## src/pse_pkg.sv

```systemverilog
// Shared types and constants for the postfix stack evaluator.
// No dependencies; used by every other file under src.
`default_nettype none

package pse_pkg;

   localparam int VAL_W  = 48;
   localparam int MODE_W = 3;
   localparam int STAT_W = 3;
   localparam int ALU_W  = VAL_W + 2;

   localparam int STACK_DEPTH_DEF = 32;
   localparam int FRAC_BITS_DEF   = 16;

   localparam logic [MODE_W-1:0] MODE_PUSH = 3'd0;
   localparam logic [MODE_W-1:0] MODE_ADD  = 3'd1;
   localparam logic [MODE_W-1:0] MODE_SUB  = 3'd2;
   localparam logic [MODE_W-1:0] MODE_MUL  = 3'd3;
   localparam logic [MODE_W-1:0] MODE_DIV  = 3'd4;

   localparam logic [STAT_W-1:0] STAT_OK    = 3'd0;
   localparam logic [STAT_W-1:0] STAT_UNDER = 3'd1;
   localparam logic [STAT_W-1:0] STAT_FULL  = 3'd2;
   localparam logic [STAT_W-1:0] STAT_DIVZ  = 3'd3;
   localparam logic [STAT_W-1:0] STAT_SAT   = 3'd4;

   localparam logic [VAL_W-1:0] VAL_MAX = {1'b0, {(VAL_W-1){1'b1}}};
   localparam logic [VAL_W-1:0] VAL_MIN = {1'b1, {(VAL_W-1){1'b0}}};

endpackage

`default_nettype wire

```

## src/postfix_stack_evaluator.sv

```systemverilog
// Top level: postfix evaluator sequencer, operand stack RAM and shared ALU.
// Depends on pse_pkg, pse_ram and pse_alu.
//
//  channel | dir | handshake              | payload
//  req     | in  | req_tvalid/req_tready  | tuser=mode, tdata=operand, tlast=last_token
//  rsp     | out | rsp_tvalid/rsp_tready  | tdata=value, tuser=status
//
// Each accepted item keeps the sequencer busy until its states finish: a push, an add/sub
// (or a negate, which is a sub with one operand), a multiply or a divide, then a stack-top
// read on a last item and any wait for a free result register; the shared ALU steps one
// product or quotient bit per cycle and the stack RAM gives one registered read per cycle.
// Reset clears the sequencer, stack count, error code and rsp_tvalid.
// req_tready is high only while the sequencer is idle; a held result does not block
// the next item unless that item is also last.
`default_nettype none

module postfix_stack_evaluator #(
   parameter int STACK_DEPTH = pse_pkg::STACK_DEPTH_DEF,
   parameter int FRAC_BITS   = pse_pkg::FRAC_BITS_DEF
) (
   input  wire logic                               clock,
   input  wire logic                               reset,
   input  wire logic                               req_tvalid,
   output logic                                    req_tready,
   input  wire logic signed [pse_pkg::VAL_W-1:0]   req_tdata,  // [47:0] operand
   input  wire logic        [pse_pkg::MODE_W-1:0]  req_tuser,  // [2:0] mode
   input  wire logic                               req_tlast,
   output logic                                    rsp_tvalid,
   input  wire logic                               rsp_tready,
   output logic signed      [pse_pkg::VAL_W-1:0]   rsp_tdata,  // [47:0] value
   output logic             [pse_pkg::STAT_W-1:0]  rsp_tuser   // [2:0] status
);

   localparam int VW       = pse_pkg::VAL_W;
   localparam int AW       = pse_pkg::ALU_W;
   localparam int SW       = pse_pkg::STAT_W;
   localparam int IDX_W    = $clog2(STACK_DEPTH);
   localparam int CNT_W    = $clog2(STACK_DEPTH + 1);
   localparam int STEP_W   = $clog2(VW + FRAC_BITS);
   localparam int MUL_LAST = VW - 1;
   localparam int DIV_LAST = VW + FRAC_BITS - 1;
   localparam int PROD_W   = 2 * VW;

   typedef enum logic [3:0] {
      ST_IDLE, ST_DISPATCH, ST_RD_R, ST_RD_L, ST_ADDSUB, ST_MAGL, ST_MAGR,
      ST_MUL, ST_DIV, ST_SIGN, ST_END, ST_TOPRD, ST_EMIT
   } state_type;

   state_type                     state_ff;
   logic [pse_pkg::MODE_W-1:0]    mode_ff;
   logic [VW-1:0]                 opnd_ff;
   logic                          last_ff;
   logic [CNT_W-1:0]              count_ff;
   logic [SW-1:0]                 err_ff;
   logic [VW-1:0]                 lv_ff;
   logic [VW-1:0]                 rv_ff;
   logic [VW-1:0]                 opa_ff;
   logic [VW-1:0]                 opb_ff;
   logic [VW-1:0]                 acc_ff;
   logic [VW:0]                   q_ff;
   logic                          over_ff;
   logic                          neg_ff;
   logic [STEP_W-1:0]             step_ff;
   logic [VW-1:0]                 top_ff;
   logic                          rsp_tvalid_ff;
   logic [VW-1:0]                 rsp_tdata_ff;
   logic [SW-1:0]                 rsp_tuser_ff;

   logic [CNT_W-1:0]  cnt_m1;
   logic [CNT_W-1:0]  cnt_m2;
   logic              two_up;
   logic              full;
   logic              emit_go;
   logic              ram_we;
   logic [IDX_W-1:0]  ram_waddr;
   logic [VW-1:0]     ram_wdata;
   logic [IDX_W-1:0]  ram_raddr;
   logic [VW-1:0]     ram_rdata;
   logic [AW-1:0]     alu_x;
   logic [AW-1:0]     alu_y;
   logic              alu_sub;
   logic [AW-1:0]     alu_sum;
   logic              borrow;
   logic              as_ovf;
   logic [VW-1:0]     as_res;
   logic [PROD_W-1:0] prod;
   logic [VW-1:0]     mul_mag;
   logic              mul_over;
   logic [VW-1:0]     fix_mag;
   logic              fix_over;
   logic              fix_sat;
   logic [VW-1:0]     fix_res;

   function automatic logic [SW-1:0] keep_first(input logic [SW-1:0] cur,
                                                 input logic [SW-1:0] code);
      return (cur == pse_pkg::STAT_OK) ? code : cur;
   endfunction

   function automatic logic [AW-1:0] sext(input logic [VW-1:0] v);
      return {{(AW-VW){v[VW-1]}}, v};
   endfunction

   assign cnt_m1 = count_ff - CNT_W'(1);
   assign cnt_m2 = count_ff - CNT_W'(2);
   assign two_up = count_ff > CNT_W'(1);
   assign full   = count_ff >= CNT_W'(STACK_DEPTH);

   assign emit_go = (state_ff == ST_EMIT) && (!rsp_tvalid_ff || rsp_tready);

   pse_ram #(
      .WIDTH (VW),
      .DEPTH (STACK_DEPTH)
   ) u_stack (
      .clock (clock),
      .we    (ram_we),
      .waddr (ram_waddr),
      .wdata (ram_wdata),
      .raddr (ram_raddr),
      .rdata (ram_rdata)
   );

   pse_alu u_alu (
      .x   (alu_x),
      .y   (alu_y),
      .sub (alu_sub),
      .sum (alu_sum)
   );

   assign borrow = alu_sum[AW-1];

   assign as_ovf = (alu_sum[AW-1] != alu_sum[VW-1]) | (alu_sum[AW-2] != alu_sum[VW-1]);
   assign as_res = as_ovf ? (alu_sum[AW-1] ? pse_pkg::VAL_MIN : pse_pkg::VAL_MAX)
                          : alu_sum[VW-1:0];

   assign prod     = {acc_ff, opb_ff};
   assign mul_mag  = prod[FRAC_BITS +: VW];
   assign mul_over = |(prod >> (FRAC_BITS + VW));
   assign fix_mag  = (mode_ff == pse_pkg::MODE_MUL) ? mul_mag : q_ff[VW-1:0];
   assign fix_over = (mode_ff == pse_pkg::MODE_MUL) ? mul_over : (over_ff | q_ff[VW]);
   assign fix_sat  = fix_over | (fix_mag[VW-1] & (~neg_ff | (|fix_mag[VW-2:0])));
   assign fix_res  = fix_sat ? (neg_ff ? pse_pkg::VAL_MIN : pse_pkg::VAL_MAX)
                             : (neg_ff ? alu_sum[VW-1:0] : fix_mag);

   always_comb begin
      alu_x   = '0;
      alu_y   = '0;
      alu_sub = 1'b0;
      case (state_ff)
         ST_ADDSUB: begin
            alu_x   = sext(lv_ff);
            alu_y   = sext(rv_ff);
            alu_sub = (mode_ff == pse_pkg::MODE_SUB);
         end
         ST_MAGL: begin
            alu_y   = sext(lv_ff);
            alu_sub = 1'b1;
         end
         ST_MAGR: begin
            alu_y   = sext(rv_ff);
            alu_sub = 1'b1;
         end
         ST_MUL: begin
            alu_x = {2'b00, acc_ff};
            alu_y = opb_ff[0] ? {2'b00, opa_ff} : '0;
         end
         ST_DIV: begin
            alu_x   = {1'b0, acc_ff, opa_ff[VW-1]};
            alu_y   = {2'b00, opb_ff};
            alu_sub = 1'b1;
         end
         ST_SIGN: begin
            alu_y   = {2'b00, fix_mag};
            alu_sub = 1'b1;
         end
         default: begin
            alu_sub = 1'b0;
         end
      endcase
   end

   always_comb begin
      ram_we    = 1'b0;
      ram_waddr = cnt_m2[IDX_W-1:0];
      ram_wdata = fix_res;
      ram_raddr = cnt_m1[IDX_W-1:0];
      case (state_ff)
         ST_DISPATCH: begin
            ram_we    = (mode_ff == pse_pkg::MODE_PUSH) && !full;
            ram_waddr = count_ff[IDX_W-1:0];
            ram_wdata = opnd_ff;
         end
         ST_RD_R: begin
            ram_raddr = cnt_m2[IDX_W-1:0];
         end
         ST_RD_L: begin
            ram_we    = (mode_ff == pse_pkg::MODE_DIV) && (rv_ff == '0);
            ram_wdata = '0;
         end
         ST_ADDSUB: begin
            ram_we    = 1'b1;
            ram_waddr = two_up ? cnt_m2[IDX_W-1:0] : '0;
            ram_wdata = as_res;
         end
         ST_SIGN: begin
            ram_we = 1'b1;
         end
         default: begin
            ram_we = 1'b0;
         end
      endcase
   end

   always_ff @(posedge clock) begin
      if (reset) begin
         state_ff      <= ST_IDLE;
         count_ff      <= '0;
         err_ff        <= pse_pkg::STAT_OK;
         rsp_tvalid_ff <= 1'b0;
      end else begin
         if (rsp_tvalid_ff && rsp_tready && !emit_go) begin
            rsp_tvalid_ff <= 1'b0;
         end
         case (state_ff)
            ST_IDLE: begin
               if (req_tvalid) begin
                  mode_ff  <= req_tuser;
                  opnd_ff  <= req_tdata;
                  last_ff  <= req_tlast;
                  state_ff <= ST_DISPATCH;
               end
            end
            ST_DISPATCH: begin
               if (mode_ff == pse_pkg::MODE_PUSH) begin
                  if (full) begin
                     err_ff <= keep_first(err_ff, pse_pkg::STAT_FULL);
                  end else begin
                     count_ff <= count_ff + CNT_W'(1);
                  end
                  state_ff <= ST_END;
               end else if (mode_ff inside {[pse_pkg::MODE_ADD:pse_pkg::MODE_DIV]}) begin
                  if (count_ff == '0) begin
                     err_ff   <= keep_first(err_ff, pse_pkg::STAT_UNDER);
                     state_ff <= ST_END;
                  end else begin
                     state_ff <= ST_RD_R;
                  end
               end else begin
                  state_ff <= ST_END;
               end
            end
            ST_RD_R: begin
               rv_ff <= ram_rdata;
               if (!two_up) begin
                  if (mode_ff == pse_pkg::MODE_SUB) begin
                     lv_ff    <= '0;
                     state_ff <= ST_ADDSUB;
                  end else begin
                     count_ff <= '0;
                     err_ff   <= keep_first(err_ff, pse_pkg::STAT_UNDER);
                     state_ff <= ST_END;
                  end
               end else begin
                  state_ff <= ST_RD_L;
               end
            end
            ST_RD_L: begin
               lv_ff <= ram_rdata;
               if (mode_ff == pse_pkg::MODE_ADD || mode_ff == pse_pkg::MODE_SUB) begin
                  state_ff <= ST_ADDSUB;
               end else if (mode_ff == pse_pkg::MODE_DIV && rv_ff == '0) begin
                  count_ff <= cnt_m1;
                  err_ff   <= keep_first(err_ff, pse_pkg::STAT_DIVZ);
                  state_ff <= ST_END;
               end else begin
                  state_ff <= ST_MAGL;
               end
            end
            ST_ADDSUB: begin
               if (two_up) begin
                  count_ff <= cnt_m1;
               end
               if (as_ovf) begin
                  err_ff <= keep_first(err_ff, pse_pkg::STAT_SAT);
               end
               state_ff <= ST_END;
            end
            ST_MAGL: begin
               opa_ff   <= lv_ff[VW-1] ? alu_sum[VW-1:0] : lv_ff;
               state_ff <= ST_MAGR;
            end
            ST_MAGR: begin
               opb_ff   <= rv_ff[VW-1] ? alu_sum[VW-1:0] : rv_ff;
               acc_ff   <= '0;
               q_ff     <= '0;
               over_ff  <= 1'b0;
               step_ff  <= '0;
               neg_ff   <= lv_ff[VW-1] ^ rv_ff[VW-1];
               state_ff <= (mode_ff == pse_pkg::MODE_MUL) ? ST_MUL : ST_DIV;
            end
            ST_MUL: begin
               acc_ff  <= alu_sum[VW:1];
               opb_ff  <= {alu_sum[0], opb_ff[VW-1:1]};
               step_ff <= step_ff + STEP_W'(1);
               if (step_ff == STEP_W'(MUL_LAST)) begin
                  state_ff <= ST_SIGN;
               end
            end
            ST_DIV: begin
               acc_ff  <= borrow ? alu_x[VW-1:0] : alu_sum[VW-1:0];
               opa_ff  <= {opa_ff[VW-2:0], 1'b0};
               q_ff    <= {q_ff[VW-1:0], ~borrow};
               over_ff <= over_ff | q_ff[VW];
               step_ff <= step_ff + STEP_W'(1);
               if (step_ff == STEP_W'(DIV_LAST)) begin
                  state_ff <= ST_SIGN;
               end
            end
            ST_SIGN: begin
               count_ff <= cnt_m1;
               if (fix_sat) begin
                  err_ff <= keep_first(err_ff, pse_pkg::STAT_SAT);
               end
               state_ff <= ST_END;
            end
            ST_END: begin
               if (!last_ff) begin
                  state_ff <= ST_IDLE;
               end else if (count_ff == '0) begin
                  top_ff   <= '0;
                  err_ff   <= keep_first(err_ff, pse_pkg::STAT_UNDER);
                  state_ff <= ST_EMIT;
               end else begin
                  state_ff <= ST_TOPRD;
               end
            end
            ST_TOPRD: begin
               top_ff   <= ram_rdata;
               state_ff <= ST_EMIT;
            end
            ST_EMIT: begin
               if (!rsp_tvalid_ff || rsp_tready) begin
                  rsp_tvalid_ff <= 1'b1;
                  rsp_tdata_ff  <= top_ff;
                  rsp_tuser_ff  <= err_ff;
                  count_ff      <= '0;
                  err_ff        <= pse_pkg::STAT_OK;
                  state_ff      <= ST_IDLE;
               end
            end
            default: begin
               state_ff <= ST_IDLE;
            end
         endcase
      end
   end

   assign req_tready = (state_ff == ST_IDLE);
   assign rsp_tvalid = rsp_tvalid_ff;
   assign rsp_tdata  = rsp_tdata_ff;
   assign rsp_tuser  = rsp_tuser_ff;

   a_count_bound: assert property (@(posedge clock) disable iff (reset)
      count_ff <= CNT_W'(STACK_DEPTH))
      else $error("stack count beyond depth");

   a_busy_after_accept: assert property (@(posedge clock) disable iff (reset)
      (req_tvalid && req_tready) |=> !req_tready)
      else $error("item taken while previous item still in work");

   a_emit_clears: assert property (@(posedge clock) disable iff (reset)
      (state_ff == ST_EMIT && (!rsp_tvalid_ff || rsp_tready))
      |=> (rsp_tvalid && count_ff == '0 && err_ff == pse_pkg::STAT_OK && req_tready))
      else $error("result load did not clear expression state");

endmodule

`default_nettype wire

```

## src/pse_ram.sv

```systemverilog
// Generic single-port-write, single-port-read RAM with registered read data.
// Depends on pse_pkg for default sizes.
`default_nettype none

module pse_ram #(
   parameter int WIDTH = pse_pkg::VAL_W,
   parameter int DEPTH = pse_pkg::STACK_DEPTH_DEF
) (
   input  wire logic                     clock,
   input  wire logic                     we,
   input  wire logic [$clog2(DEPTH)-1:0] waddr,
   input  wire logic [WIDTH-1:0]         wdata,
   input  wire logic [$clog2(DEPTH)-1:0] raddr,
   output logic      [WIDTH-1:0]         rdata
);

   logic [WIDTH-1:0] mem_ff [DEPTH];
   logic [WIDTH-1:0] rdata_ff;

   always_ff @(posedge clock) begin
      if (we) begin
         mem_ff[waddr] <= wdata;
      end
      rdata_ff <= mem_ff[raddr];
   end

   assign rdata = rdata_ff;

endmodule

`default_nettype wire

```

## src/pse_alu.sv

```systemverilog
// Shared add/subtract unit used for every arithmetic step of the evaluator.
// Depends on pse_pkg for the datapath width.
`default_nettype none

module pse_alu (
   input  wire logic [pse_pkg::ALU_W-1:0] x,
   input  wire logic [pse_pkg::ALU_W-1:0] y,
   input  wire logic                      sub,
   output logic      [pse_pkg::ALU_W-1:0] sum
);

   logic [pse_pkg::ALU_W-1:0] y_eff;

   assign y_eff = sub ? ~y : y;
   assign sum   = x + y_eff + {{(pse_pkg::ALU_W-1){1'b0}}, sub};

endmodule

`default_nettype wire
```

## config.mk

```make
export PLATFORM = sky130hd
export DESIGN_NAME = postfix_stack_evaluator
export DESIGN_NICKNAME = d
export VERILOG_FILES = /design/src/pse_pkg.sv /design/src/postfix_stack_evaluator.sv /design/src/pse_ram.sv /design/src/pse_alu.sv
export SDC_FILE = /design/constraint.sdc
export NUM_CORES = 2
export LEC_CHECK = 0
export ABC_AREA = 1
export CAP_MARGIN = 0
export CORE_MARGIN = 10
export CORE_UTILIZATION = 32
export CTS_CLUSTER_DIAMETER = 120
export CTS_CLUSTER_SIZE = 24
export DETAILED_ROUTE_END_ITERATION = 8
export DONT_BUFFER_PORTS = 1
export PLACE_DENSITY_LB_ADDON = 0.2
export SETUP_SLACK_MARGIN = 0.5
export SLEW_MARGIN = 20
export SYNTH_ARGS = -nofsm -noshare
export SYNTH_HDL_FRONTEND = slang
export SYNTH_SLANG_ARGS = --single-unit
```

## constraint.sdc

```tcl
create_clock -name clock -period 21.1 [get_ports clock]
set_input_delay 4.22 -clock clock [delete_from_list [all_inputs] [get_ports clock]]
set_output_delay 4.22 -clock clock [all_outputs]
set_load 0.1 [all_outputs]
```

# == Word-level counts from Yosys, hierarchy flattened ==
# Memories as Yosys holds them, arrays and structs flattened. A register that Yosys moved wholly into a read port is not among the register bits.
# Index checks and enable logic that the tools add are counted.
# totals
register_bits,462
latchBits,0
mem_bits_rw,1536
rom_bits,0
in_bits,56
out_inout_bits,53
word_cells,203
memories,1
# mem_list
name,words,width,read_ports,rd_ports_with_merged_regs,wr,line,rtl
u_stack.mem_ff,32,48,1,1,1,pse_ram.sv:17,logic [WIDTH-1:0] mem_ff [DEPTH];
# op_classes
add_sub_neg,6
n_mul,0
n_div,0
order_cmp,4
eq_ne,40
shifts,0
muxes,78
bitwise,10
reduce_logical,45
# op_table
cell,count
$mux 48,14
$pmux 48 s2,4
$pmux 48 s3,2
$pmux 50 s5,1
$pmux 50 s3,1
$pmux 49 s2,1
$mux 4,13
$mux 3,17
$add 50x1->50,1
$add 50x50->50,1
$mux 50,1
$not 50->50,1
$logic_not 48->1,1
$mux 6,8
$pmux 4 s12,1
$reduce_or 47->1,1
$pmux 6 s6,1
$ne 2x2->1 const B,16
$reduce_or 32->1,1
$pmux 3 s7,1
$eq 4x4->1 const B,5
$eq 4x3->1 const B,4
$reduce_and 2->1,7
$reduce_and 13->1,1
41 further kinds,79

# == Logic depth before layout (Yosys ltp) ==
# logic_depth
word_depth,11
depth_mapped,34

# == Modules after synthesis ==
# Synthesis repeated with hierarchy kept, for this count alone.
# unflattened
cells_unflattened,8860
hier_area_um2,91557.8
# modules_own_cells
mod,n_inst,cells_each,area_each_um2,seq_area_each_um2
pse_ram,1,5279,62969.1,47085.2
postfix_stack_evaluator,1,2643,23909.2,13733.2
pse_alu,1,938,4679.5,0.0

# == Worst setup path after synthesis ==
# Ideal clock, no wire load.
# synth_timing
path_type,input port to flip-flop
start,input reset
end,register top_ff[0] (enable)
setup_time_ns,0.711
t_arrival_ns,11.900
slack_ns,8.489
stages,3
path_buffers,0
cell_sequence,inv_1 > nand2_1 > a2111oi_0
# synth_via
elab_chain_len,2
# synth_rtl
item,line,rtl
from (decl),postfix_stack_evaluator.sv:22,"input wire logic reset,"
$not 1->1 (no line),-,
$reduce_and 4->1 (no line),-,
to (signal assigned),postfix_stack_evaluator.sv:337,top_ff <= ram_rdata;
to (decl),postfix_stack_evaluator.sv:64,logic [VW-1:0] top_ff;
# No other way between the ends.
# A chain may end at the register's enable or synchronous reset.

# == Worst setup path after layout ==
# layout_timing
start,register state_ff[3]
end,"memory u_stack.mem_ff[24][5] (netlist name), data pin"
# layout_via
elab_chain_len,11
elab_cells_between_ends,25
cone_classes,2 x add/sub; 10 x eq/ne; 9 x mux; 2 x bitwise; 2 x reduce/logical
# layout_rtl
item,line,rtl
from (decl),postfix_stack_evaluator.sv:49,state_type state_ff;
from (signal assigned),postfix_stack_evaluator.sv:298,state_ff <= (mode_ff == pse_pkg::MODE_MUL) ? ST_MUL : ST_DIV;
$eq 4x3->1 (on tied branches),"postfix_stack_evaluator.sv:148, postfix_stack_evaluator.sv:186",
$reduce_or 2->1 (no line),-,
$pmux 50 s5,postfix_stack_evaluator.sv:148,case (state_ff)
$not 50->50,pse_alu.sv:14,assign y_eff = sub ? ~y : y;
$mux 50,pse_alu.sv:14,
$add 50x50->50,pse_alu.sv:15,"assign sum = x + y_eff + {{(pse_pkg::ALU_W-1){1'b0}}, sub};"
$add 50x1->50,pse_alu.sv:15,
$ne 1x1->1,postfix_stack_evaluator.sv:131,assign as_ovf = (alu_sum[AW-1] != alu_sum[VW-1]) | (alu_sum[AW-2] != alu_sum[VW-1]);
$or 1x1->1,postfix_stack_evaluator.sv:131,
$mux 48,postfix_stack_evaluator.sv:132,assign as_res = as_ovf ? (alu_sum[AW-1] ? pse_pkg::VAL_MIN : pse_pkg::VAL_MAX)
$pmux 48 s3 *,postfix_stack_evaluator.sv:186,case (state_ff)
named net ram_wdata[5],postfix_stack_evaluator.sv:76,logic [VW-1:0] ram_wdata;
to (decl),pse_ram.sv:17,
# Mark *: on every way through the listed nets, which the timed path passes. The rest lies on a longest branch.

==> impl_metrics.env <==
export IMPL_status="finished clean"
export IMPL_busiest_layer="met2"
export IMPL_setup_violations=0
export IMPL_avgSynthCellArea_um2=11.85
export IMPL_cts_tree="yes"
export IMPL_ioPinCount=109
export IMPL_finalHoldViolCount=0
export IMPL_synthTopCellsByArea="edfxtp_1 68%, o21ai_0 6.4%, nor2_1 4.7%, o221ai_1 3.4%, nand2_1 3.1%"
export IMPL_ir_drop_v=0.0002120
export IMPL_most_common_layout_cells="1984 x edfxtp_1, 1120 x o21ai_0, 1069 x nor2_1"
export IMPL_num_vias=62430
export IMPL_die_w_um=544.1
export IMPL_max_stage_delay_ns=1.04
export IMPL_period_share_pct=41.34
export IMPL_slew_viol_final=0
export IMPL_viasPerCell=5.734
export IMPL_ys_flop_type="edfxtp_1"
export IMPL_wl_mm=330.6
export IMPL_ys_ff_latch=2046
export IMPL_drc=0
export IMPL_die_area_um2=296000
export IMPL_dp_hpwl_mm=199.5
export IMPL_fin_nets=7320
export IMPL_slew_limit_headroom_pct=23.27
export IMPL_synthDistinctLibCells=60
export IMPL_critPathMaxFanout=93
export IMPL_multiInputGateArea_um2=24310
export IMPL_cap_violations=0
export IMPL_critical_path_required_ns=21.31
export IMPL_gr_usage_all_layers_pct=21.43
export IMPL_worstPathCellList="nand2_1 > nor2_2 > buf_4 > clkinv_1 > o221ai_1 > xor2_1 > ha_1 > nand2_1 > o21ai_0 > a21oi_1 > o21ai_0 > nand2_1 > nand2_1 > nor2_1 > nand2_4 > xor2_4 > buf_4 > nand3_1 > nand2_2 > buf_4 > buf_4 > nand3_1 > nand3_1 > nand3_1"
export IMPL_total_leakage_power_nw=31.05
export IMPL_rows=192
export IMPL_netlist_instances=7419
export IMPL_grt_setup_unrepaired="no"
export IMPL_critPathArrivalTime_ns=8.93
export IMPL_met3_usage_pct=3.315
export IMPL_clk_pin_slew_ns=0.12
export IMPL_synth_edf_count=1984
export IMPL_seq_area_frac_synth_pct=69.20
export IMPL_wl_per_cell_um=30.37
export IMPL_clock_sinks=2046
export IMPL_crit_type="reg2reg"
export IMPL_cts_setup_buffers=0
export IMPL_cp_slowest_cell="clkinv_1"
export IMPL_grt_max_degree=173
export IMPL_fmax_ghz=0.1146
export IMPL_cts_buffer_depth=3
export IMPL_worstMarginPinSlew_ns=1.146
export IMPL_groute_layer_met2_usage_pct=34.90
export IMPL_synth_top_cell_by_area="edfxtp_1"
export IMPL_synth_top_area_share_pct=67.79
export IMPL_grt_overflow_total=0
export IMPL_fill_cells=26780
export IMPL_grt_use_met1_pct=29.62
export IMPL_power_density_nw_per_um2=165.1
export IMPL_die_y_um=544.1
export IMPL_gp_congestion=0.9895
export IMPL_drt_first_pass_iters=6
export IMPL_clk_latency_ns=0.82
export IMPL_synth_fp_nets=7532
export IMPL_grt_pass1_vias=58610
export IMPL_layout_commonest_cell="edfxtp_1"
export IMPL_h_tree_depth=3
export IMPL_register_area_um2=60820
export IMPL_whs_ns=0.4202
export IMPL_drtAntennaViolNets=0
export IMPL_yosysWarnings=0
export IMPL_io_buffers=0
export IMPL_drive_above_1_share_pct=6.450
export IMPL_syn2layout_area_growth_pct=8.548
export IMPL_hold_buffers=0
export IMPL_end_kind="flop"
export IMPL_cp_num_buf_inv=5
export IMPL_syn_cell_area_um2=87880
export IMPL_grt_pass1_wl_mm=461.1
export IMPL_cts_resized=0
export IMPL_setup_tns_ns=0
export IMPL_antenna_found_initial=27
export IMPL_finalClockSkew_ns=0.06009
export IMPL_cts_root_buf="clkbuf_16"
export IMPL_start_util_pct=32.15
export IMPL_drtIter0Drc=8068
export IMPL_hold_class="reg2reg"
export IMPL_synthArstFlopShare_pct=0
export IMPL_cts_made_buffers=97
export IMPL_setup_worst_path_start_class="flop"
export IMPL_crit_family="buffers and inverters"
export IMPL_core_area_um2=273400
export IMPL_min_period_ns=8.723
==> cells by family after synthesis <==
| logic type | share of synthesized area [%] |
|---|---|
| and+or+nand+nor | 10.63 |
| AOI/OAI and AO/OA | 14.40 |
| DFF | 69.20 |
| buffers and inverters | 3.900 |
| xor gates and xnor gates | 1.049 |
| adders and majority gates | 0.8201 |
==> final timing paths <==
check,from,to,slack [ns],cells past startpoint
max,state_ff[3]$_SDFFE_PP0P_,u_stack.mem_ff[24][5]$_DFFE_PP_,12.38,24
min,top_ff[4]$_SDFFCE_PN0P_,rsp_tdata[4]$_DFFE_PP_,0.42,0
max reg2reg,state_ff[3]$_SDFFE_PP0P_,u_stack.mem_ff[24][5]$_DFFE_PP_,12.38,24
min reg2reg,top_ff[4]$_SDFFCE_PN0P_,rsp_tdata[4]$_DFFE_PP_,0.42,0
==> power breakdown <==
part / leakage (nW) / switching, mW / total, mW / internal (mW)
Sequential: 18.6 / 0.166 / 5.41 / 5.24
Combinational: 11.1 / 6.13 / 8.13 / 2.00
Clock: 1.35 / 1.32 / 2.21 / 0.889
Total: 31.1 / 7.62 / 15.8 / 8.13
==> per-stage QoR <==
stage | utilization [%] | setup WS [ns] | power [mW] | instance area, um^2 | cells
after detailed placement | 33.80 | 12.70 | 13.50 | 92390 | 10700
after CTS | 34.84 | 12.59 | 15.70 | 95240 | 10880
final | 34.89 | 12.38 | 15.75 | 95400 | 10890
after floorplan | - | 8.489 | 10.18 | 87880 | 7419
after global placement | 33.78 | 12.70 | 13.44 | 92350 | 10700
after global routing | 34.89 | 12.04 | 16.54 | 95380 | 10880
==> metal layers <==
metal | routed length (um) | share of wire, %
met5 | 111 | 0.034
met4 | 10890 | 3.3
met2 | 153700 | 47
met1 | 140100 | 42
met3 | 25810 | 7.8
==> state kept, by name (all words and copies together) (netlist names), 3 cells and up <==
| register | cells |
|---|---|
| acc_ff | 48 |
| count_ff | 6 |
| err_ff | 3 |
| lv_ff | 48 |
| mode_ff | 3 |
| opa_ff | 48 |
| opb_ff | 48 |
| opnd_ff | 48 |
| q_ff | 49 |
| rsp_tdata | 48 |
| rsp_tuser | 3 |
| rv_ff | 48 |
| state_ff | 4 |
| step_ff | 6 |
| top_ff | 48 |
| u_stack.mem_ff | 1536 |
| u_stack.rdata | 48 |
==> cell type report <==
class / instances / area share (%)
multi-input cells: 4495 / 25.49
inverters: 376 / 1.511
well taps: 3589 / 4.707
diodes: 11 / 0.02886
clock buffers: 166 / 2.816
flip-flops and latches: 2046 / 63.75
repair buffers: 191 / 1.529
clock inverters: 13 / 0.1679
==> cell usage after synthesis, types with 32 or more instances <==
library cell / n
buf_1: 32
dfxtp_1: 62
nor2_1: 1108
buf_2: 39
a31oi_1: 114
a21oi_1: 116
nand2_1: 721
clkbuf_1: 419
xor2_1: 70
nand3_1: 315
ha_1: 56
o211ai_1: 125
o22ai_1: 118
o221ai_1: 345
inv_1: 359
o21ai_0: 1120
edfxtp_1: 1984
Note: power is estimated with default switching activity, not from simulation.
